[config.mk]
export PLATFORM = sky130hd
export DESIGN_NAME = sdd_ctrl
export DESIGN_NICKNAME = d
export VERILOG_FILES = /design/src/hdl/sdd_pkg.sv /design/src/hdl/sdd_ctrl.sv
export SDC_FILE = /design/constraint.sdc
export NUM_CORES = 1
export LEC_CHECK = 0
export BUFFER_PORTS_ARGS = -buffer_cell sky130_fd_sc_hd__buf_2
export CORE_AREA = 2 2 39 41
export CTS_CLUSTER_SIZE = 8
export DETAILED_ROUTE_END_ITERATION = 8
export DIE_AREA = 0 0 41 43
export PLACE_DENSITY_LB_ADDON = 0.25
export SYNTH_ARGS = -nofsm -noshare
export SYNTH_HDL_FRONTEND = slang
export SYNTH_SLANG_ARGS = --single-unit
export TNS_END_PERCENT = 1
[constraint.sdc]
create_clock -name clk -period 4.05 [get_ports clk]
set_input_delay 0 -clock clk [delete_from_list [all_inputs] [get_ports clk]]
set_output_delay 0 -clock clk [all_outputs]
set_load 0.1 [all_outputs]
[src/hdl/sdd_pkg.sv]
`timescale 1ns / 1ps
`default_nettype none
// ============================================================================
// sdd_pkg
// Shared types, codes and constants of the serpentine error diffusion dither.
// ============================================================================
package sdd_pkg;

    // Default sizes handed to the top-level parameters.
    localparam int DEF_MAX_WIDTH    = 1024;
    localparam int DEF_PALETTE_SIZE = 16;
    localparam int DEF_ERROR_BITS   = 12;

    // Register reset values.
    localparam logic [7:0]  RST_STRENGTH = 8'd100;
    localparam logic [10:0] RST_WIDTH    = 11'd1024;
    localparam logic [4:0]  RST_COUNT    = 5'd16;
    localparam logic [4:0]  RST_TRANS    = 5'd16;

    // Division by 100 for values below 2^16: (x * 83887) >> 23.
    localparam logic [16:0] RECIP_100   = 17'd83887;
    localparam int          RECIP_SHIFT = 23;

    // Channel widths fixed by the word format.
    localparam int CFG_DATA_W = 11;
    localparam int CFG_IDX_W  = 2;

    typedef enum logic [1:0] {
        OP_START   = 2'd0,
        OP_PIXEL   = 2'd1,
        OP_PALETTE = 2'd2,
        OP_NONE    = 2'd3
    } op_t;

    typedef enum logic [1:0] {
        CFG_STRENGTH = 2'd0,
        CFG_WIDTH    = 2'd1,
        CFG_COUNT    = 2'd2,
        CFG_TRANS    = 2'd3
    } cfg_idx_t;

    typedef enum logic [3:0] {
        S_CLR_ALL,
        S_IDLE,
        S_CLR_NEXT,
        S_READ,
        S_VAL,
        S_SEARCH,
        S_PICK,
        S_SCALE,
        S_SHARE,
        S_RMW_RD,
        S_RMW_WR,
        S_EMIT
    } state_t;

    // Commands from the controller to the datapath.
    typedef struct packed {
        logic       latch_in;
        logic       pal_write;
        logic       swap;
        logic       last_row_zero;
        logic       clr_start;
        logic       clr_all;
        logic       clr_next;
        logic       err_read;
        logic       val_load;
        logic       srch_step;
        logic       pick;
        logic       scale;
        logic       share;
        logic       rmw_wr;
        logic [1:0] rmw_step;
        logic       emit;
    } cmd_t;

    // Status from the datapath to the controller.
    typedef struct packed {
        op_t  op;
        logic col_ok;
        logic row_change;
        logic clr_last;
        logic srch_last;
        logic out_free;
    } sts_t;

endpackage
`default_nettype wire

[src/hdl/sdd_ctrl.sv]
`timescale 1ns / 1ps
`default_nettype none
// ============================================================================
// sdd_ctrl
// Sequencer: clearing sweeps, palette search, error scaling and write-back.
// ============================================================================
module sdd_ctrl
(
    input  wire logic          clk,
    input  wire logic          rst_n,
    input  wire logic          in_valid,
    output logic               in_ready,
    input  wire sdd_pkg::sts_t sts,
    output sdd_pkg::cmd_t      cmd
);

    sdd_pkg::state_t state_reg, state_next;
    logic [1:0]      step_reg, step_next;
    logic            fire;

    assign in_ready = (state_reg == sdd_pkg::S_IDLE);
    assign fire     = in_valid && in_ready;

    always_ff @(posedge clk or negedge rst_n)
    begin
        if (!rst_n)
        begin
            state_reg <= sdd_pkg::S_CLR_ALL;
            step_reg  <= 2'd0;
        end
        else
        begin
            state_reg <= state_next;
            step_reg  <= step_next;
        end
    end

    always_comb
    begin
        state_next = state_reg;
        step_next  = step_reg;
        case (state_reg)
            sdd_pkg::S_CLR_ALL:
                if (sts.clr_last) state_next = sdd_pkg::S_IDLE;
            sdd_pkg::S_IDLE:
                if (fire)
                begin
                    case (sts.op)
                        sdd_pkg::OP_START: state_next = sdd_pkg::S_CLR_ALL;
                        sdd_pkg::OP_PIXEL:
                            if (sts.col_ok)
                                state_next = sts.row_change ? sdd_pkg::S_CLR_NEXT
                                                            : sdd_pkg::S_READ;
                        default: state_next = sdd_pkg::S_IDLE;
                    endcase
                end
            sdd_pkg::S_CLR_NEXT:
                if (sts.clr_last) state_next = sdd_pkg::S_READ;
            sdd_pkg::S_READ:   state_next = sdd_pkg::S_VAL;
            sdd_pkg::S_VAL:    state_next = sdd_pkg::S_SEARCH;
            sdd_pkg::S_SEARCH:
                if (sts.srch_last) state_next = sdd_pkg::S_PICK;
            sdd_pkg::S_PICK:   state_next = sdd_pkg::S_SCALE;
            sdd_pkg::S_SCALE:  state_next = sdd_pkg::S_SHARE;
            sdd_pkg::S_SHARE:
            begin
                state_next = sdd_pkg::S_RMW_RD;
                step_next  = 2'd0;
            end
            sdd_pkg::S_RMW_RD: state_next = sdd_pkg::S_RMW_WR;
            sdd_pkg::S_RMW_WR:
            begin
                step_next  = step_reg + 2'd1;
                state_next = (step_reg == 2'd3) ? sdd_pkg::S_EMIT : sdd_pkg::S_RMW_RD;
            end
            sdd_pkg::S_EMIT:
                if (sts.out_free) state_next = sdd_pkg::S_IDLE;
            default: state_next = sdd_pkg::S_IDLE;
        endcase
    end

    always_comb
    begin
        cmd               = '0;
        cmd.rmw_step      = step_reg;
        cmd.latch_in      = fire;
        cmd.pal_write     = fire && (sts.op == sdd_pkg::OP_PALETTE);
        cmd.last_row_zero = fire && (sts.op == sdd_pkg::OP_START);
        cmd.swap          = fire && (sts.op == sdd_pkg::OP_PIXEL) && sts.col_ok
                            && sts.row_change;
        cmd.clr_start     = cmd.last_row_zero || cmd.swap;
        case (state_reg)
            sdd_pkg::S_CLR_ALL:  cmd.clr_all   = 1'b1;
            sdd_pkg::S_CLR_NEXT: cmd.clr_next  = 1'b1;
            sdd_pkg::S_READ:     cmd.err_read  = 1'b1;
            sdd_pkg::S_VAL:      cmd.val_load  = 1'b1;
            sdd_pkg::S_SEARCH:   cmd.srch_step = 1'b1;
            sdd_pkg::S_PICK:     cmd.pick      = 1'b1;
            sdd_pkg::S_SCALE:    cmd.scale     = 1'b1;
            sdd_pkg::S_SHARE:    cmd.share     = 1'b1;
            sdd_pkg::S_RMW_WR:   cmd.rmw_wr    = 1'b1;
            sdd_pkg::S_EMIT:     cmd.emit      = sts.out_free;
            default:             cmd.emit      = 1'b0;
        endcase
    end

`ifndef SYNTHESIS
    a_emit_free: assert property (@(posedge clk) disable iff (!rst_n)
        cmd.emit |-> sts.out_free)
        else $error("result loaded while output register is still full");
    a_swap_clears: assert property (@(posedge clk) disable iff (!rst_n)
        cmd.swap |=> state_reg == sdd_pkg::S_CLR_NEXT)
        else $error("row change not followed by clearing of the next line");
    a_search_end: assert property (@(posedge clk) disable iff (!rst_n)
        (state_reg == sdd_pkg::S_SEARCH && sts.srch_last) |=> state_reg == sdd_pkg::S_PICK)
        else $error("search did not end on its last entry");
    a_emit_hold: assert property (@(posedge clk) disable iff (!rst_n)
        (state_reg == sdd_pkg::S_EMIT && !sts.out_free) |=> state_reg == sdd_pkg::S_EMIT)
        else $error("result dropped while output stalled");
`endif

endmodule
`default_nettype wire

==> out/results.txt, run 1 <==
CTS sink cnt = 6
Register area share after synthesis = 28.8%
Share of cells above drive strength 1 = 35.9%
R2r worst-path depth = 4
Clk buf depth = 2
Largest net degree at the start of global routing = 19
Clock transition at the registers of the reported paths = 0.05 ns
Vias post-DR = 567
Fin. Hold Viols = 0
# Post-CTS Setup Buffers = 0
Capture point of the worst path = state_reg[0]
Worst reg2reg path startpoint = state_reg[0]
Max reg flops = 4
First-pass GRT wire length = 1.86 mm
Cts hold-fix bufs = 1
DR pass1 iterations = 4
Die Ht = 43 um
Worst skew pair latency = 0.26 ns
CTS tree = done
Initial Utilization = 37.7%
Vias per cell = 5.25
Row cnt = 14
Resized Gates After CTS = 0
Outcome = complete, no violations
FF-to-FF End = state_reg[0]
Die area = 1760 um2
Synth Register Bits = 6
Worst Hold Class = primary input to asynchronous set/reset pin
Cell Area, Synth = 522 um2
H-tree depth = 1
Asr flop ratio synth = 100%
Arr. time, crit path = 2.20 ns
WL per Instance = 11.8 um
Final ANT Viol Nets = 0
Worst-path fanout max = 18
DP Wirelength = 932 um
Slew headroom = 67.7%
Clk_skew = 0.00913 ns
Initial DRC Count = 10
Final-report setup violation count = 0
GRT Util Overall = 15.8%
Yosys cell types = 30
Fin nets = 105
Final period util = 50.8%
Area leader, netlist = dfrtp_1
Fin area = 688 um2
Synth Warn # = 0
Synthesis-to-layout area growth = 31.9%
Top cell type's share of synthesized area = 28.8%
Top achievable clock speed = 486 MHz
Num CTS Buffers = 3
Detailed Route WL = 1.27 mm
Ant diodes = 0
Port Buf Inserts = 27
Unrepaired setup endpoints after global routing = no
R2R Setup Slk = 1.99 ns
Crit path launch type = flop
Syn nets = 78
DIE WIDTH = 41 um
DRC = 0
Area after DPL = 656 um2
Antenna violations before repair = 0
CP Launch Point = state_reg[0]
CP Data Required Time = 4.19 ns
Worst-margin pin slew = 0.485 ns
Synth Flop Type = dfrtp_1
Final min period = 2.06 ns
Total global routing overflow = 0
Clk root buf = clkbuf_4
Vias in the first global route = 445
Top Ports = 28
Avg Cell Area, Syn = 7.79 um2
Synth top area cells = dfrtp_1 29%, nor2_1 5.8%, nand2b_1 4.8%, nor3_1 4.8%, o21ai_0 4.8%
Placer Congestion = 0.745
Max-slew violation count = 0
Crit path kind = flop to flop
Syn Inst Count = 67
Core area = 1380 um2
EDFF count, synth = 0
Critical path capture point type = flop
Max-Cap Viols = 0
stage by stage:
stage	setup WS, ns	hold slack (ns)	setup TNS (ns)	instances	utilization (%)
2_1_floorplan	-0.140	-0.296	-0.140	67	-
3_3_place_gp	2.06	-0.169	0	104	47.4
3_5_place_dp	1.99	-0.170	0	104	47.4
4_1_cts	1.98	0.0886	0	108	49.7
5_1_grt	1.82	0.112	0	108	49.7
6_report	1.99	0.0849	0	108	49.7
layout by cell type (no fill, tap or decap), types with 2 or more instances in the layout:
master    instances
nor2_1            8
buf_2            27
nand2b_1          4
nand3_1           3
nand3b_1          2
dfrtp_1           6
clkbuf_4          3
inv_1             3
nor3_1            5
o21ai_0           5
nand2_1           5
o211ai_1          2
routing by layer:
metal	share of wire (%)	GRT usage, %	vias up
met3	7.2	4.71	2
met5	0	0	-
met2	43	21.3	21
li1	-	-	291
met1	48	21.3	253
met4	1.5	10.0	0
logic make-up after synthesis:
logic type | after synthesis | share of synthesized area, %
AOI/OAI and AO/OA | 14 | 18.0
buffers and inverters | 9 | 7.43
and+or+nand+nor | 35 | 39.6
adders and majority gates | 1 | 2.40
xor gates and xnor gates | 1 | 1.68
muxes | 1 | 2.16
DFF | 6 | 28.8
worst min path at each step:
stage          start      endpoint  slack (ns)  cells after the start
4_1_cts        rst_n  state_reg[0]        0.09                      2
5_1_grt        rst_n  state_reg[1]        0.11                      2
3_5_place_dp   rst_n   step_reg[1]       -0.17                      1
2_1_floorplan  rst_n  state_reg[0]       -0.30                      0
3_3_place_gp   rst_n   step_reg[0]       -0.17                      1
6_report       rst_n  state_reg[3]        0.08                      2
synth_stat cells (all sizes together) (3+ instances only):
cell type  n
clkbuf     4
nor3       5
dfrtp      6
nor2       8
nand2b     4
o21ai      5
nand2      5
inv        3
nand3      3
worst max-delay path, cell delays in order, from the launching register on:
cell	delay (ns)
dfrtp_1	0.63
nor4b_4	0.32
or4b_1	0.49
o311ai_1	0.15
mux2_1	0.36
final cells by class:
| cell class | instances | area, um2 |
|---|---|---|
| Tap cell | 16 | 20.0 |
| Multi-Input combinational cell | 52 | 339 |
| Timing Repair Buffer | 28 | 145 |
| Sequential cell | 6 | 150 |
| Clock buffer | 3 | 22.5 |
| Fill cell | 153 | 696 |
| Inverter | 3 | 11.3 |
Power of run 1 is left out: the tool's default activity adds up to more than one toggle a clock period on the data nets, which glitch-free logic cannot reach.
==> run 2, diff against run 1 <==
Clock period 4.05 ns to 2.1 ns, I/O delays scaled along.
==> run 2 against run 1 <==
Against the previous run: sequential share of layout area is 2.4 points lower; cell area increased by 13%; cell count up 3.7%; first-iteration DRC count down 70%; fmax is 11% higher; worst setup slack got worse by 1.7 ns.
==> out/results.txt, run 2 (synthesized netlist as in run 1, its figures left out) <==
First-pass GRT wire length = 1.97 mm (+5.9%)
Clock transition at the registers of the reported paths = 0.04 ns (about the same)
Placer Congestion = 0.765 (+2.8%)
Worst-margin pin slew = 0.492 ns (+0.00750 ns)
DP Wirelength = 1.04 mm (+11%)
CP Buf/Inv Count = 0 (unchanged)
Fin nets = 109 (+3.8%)
Total negative slack = 0 ns (unchanged)
Top achievable clock speed = 539 MHz (+11%)
Clk root buf = clkbuf_4
Arr. time, crit path = 1.97 ns (-0.23 ns)
# Post-CTS Setup Buffers = 0 (unchanged)
Commonest non-fill, non-tap cells in the layout = 26 x buf_2, 8 x nor2_1, 6 x dfrtp_1
Share of cells above drive strength 1 = 42.7% (+6.8 points)
Synthesis-to-layout area growth = 48.4%
Row cnt = 14 (unchanged)
Max-slew violation count = 0 (unchanged)
Total global routing overflow = 0 (unchanged)
Unrepaired setup endpoints after global routing = no
Commonest non-fill, non-tap cell in the layout = buf_2
Die Ht = 43 um (unchanged)
Antenna violations before repair = 0 (unchanged)
Final ANT Viol Nets = 0 (unchanged)
DIE WIDTH = 41 um (unchanged)
CTS tree = done
DRC = 0 (unchanged)
Cells along the critical path = nor4b_4, or4b_1, o311ai_1, mux2_1
Vias in the first global route = 493 (+11%)
Num CTS Buffers = 3 (unchanged)
DR pass1 iterations = 2 (-2)
Core area = 1380 um2 (unchanged)
Clk_skew = 0.00402 ns (-0.00511 ns)
Detailed Route WL = 1.28 mm (+0.63%)
Max-Cap Viols = 0 (unchanged)
Final-report setup violation count = 0 (unchanged)
Die area = 1760 um2 (unchanged)
Largest net degree at the start of global routing = 18 (-1)
CP max-delay cell = or4b_1
Util after Layout = 56.0% (+6.2 points)
Worst-path fanout max = 3 (-15)
Critical path capture point type = flop
Final min period = 1.86 ns (-0.202 ns)
CP max stage delay = 0.49 ns (-0.14 ns)
GRT Util Overall = 15.8% (+0.016 points)
Clk buf depth = 2 (unchanged)
Ant diodes = 0 (unchanged)
Fin. Hold Viols = 0 (unchanged)
Initial Utilization = 37.7% (unchanged)
CP Data Required Time = 2.21 ns (-1.98 ns)
Port Buf Inserts = 27 (unchanged)
Worst Hold Class = primary input to asynchronous set/reset pin
CP delay by family, top = simple AND/OR/NAND/NOR gates
Top Ports = 28 (unchanged)
Outcome = complete, no violations
Vias post-DR = 594 (+4.8%)
H-tree depth = 1 (unchanged)
Max reg flops = 4 (unchanged)
Final period util = 88.4% (+38 points)
Slew headroom = 67.4% (-0.27 points)
Vias per cell = 5.30 (+1.0%)
WL per Instance = 11.4 um (-3.0%)
CTS sink cnt = 6 (unchanged)
Worst skew pair latency = 0.24 ns (-0.02 ns)
Crit path kind = flop to flop
Non-filler cells, final = 112 (+3.7%)
Crit path launch type = flop
Total placed cells including tap cells = 108 (+3.8%)
Initial DRC Count = 3 (-7)
run 2: repair_timing:
action	CTS	global route
hold buffers	1	0
resized for setup	0	0
endpoints found under the hold margin	6	0
run 2: layout make-up:
class	instances	area (um2)
multi-input combinational	52	380
fill	140	609
clock buffer	3	22.5
tap	16	20.0
sequential	6	150
timing repair buffer	32	190
inverter	3	11.3
run 2: path summary, 6_finish.rpt:
kind,cells after the start,slack (ns),from,to
worst max-delay path,4,0.24,state_reg[2],state_reg[0]
worst min-delay path,2,0.11,rst_n,step_reg[1]
worst max register to register,4,0.24,state_reg[2],state_reg[0]
worst min register to register,2,0.54,step_reg[1],step_reg[1]
max in group asynchronous,2,1.85,rst_n,state_reg[2]
min in group clk,3,0.16,sts[0],state_reg[3]
run 2: stage by stage:
stage / hold slack [ns] / instance area (um2) / setup slack [ns]
after floorplan: -0.296 / 569 / -0.924
after global placement: -0.171 / 742 / 0.307
after detailed placement: -0.175 / 742 / 0.247
after CTS: 0.101 / 774 / 0.237
after global routing: 0.116 / 774 / 0.146
final: 0.108 / 774 / 0.244
run 2: worst register-to-register path, cell delays in order, from the launching register on:
cell	delay, ns
dfrtp_1	0.41
nor4b_4	0.33
or4b_1	0.49
o311ai_1	0.14
mux2_1	0.36
run 2: layer usage:
layer | GRT usage, % | part of all wire (%)
met1 | 21.0 | 45
met5 | 0 | 0
met4 | 6.00 | 0
met3 | 1.57 | 3.7
met2 | 25.3 | 51
Power of run 2 is left out for the same reason.
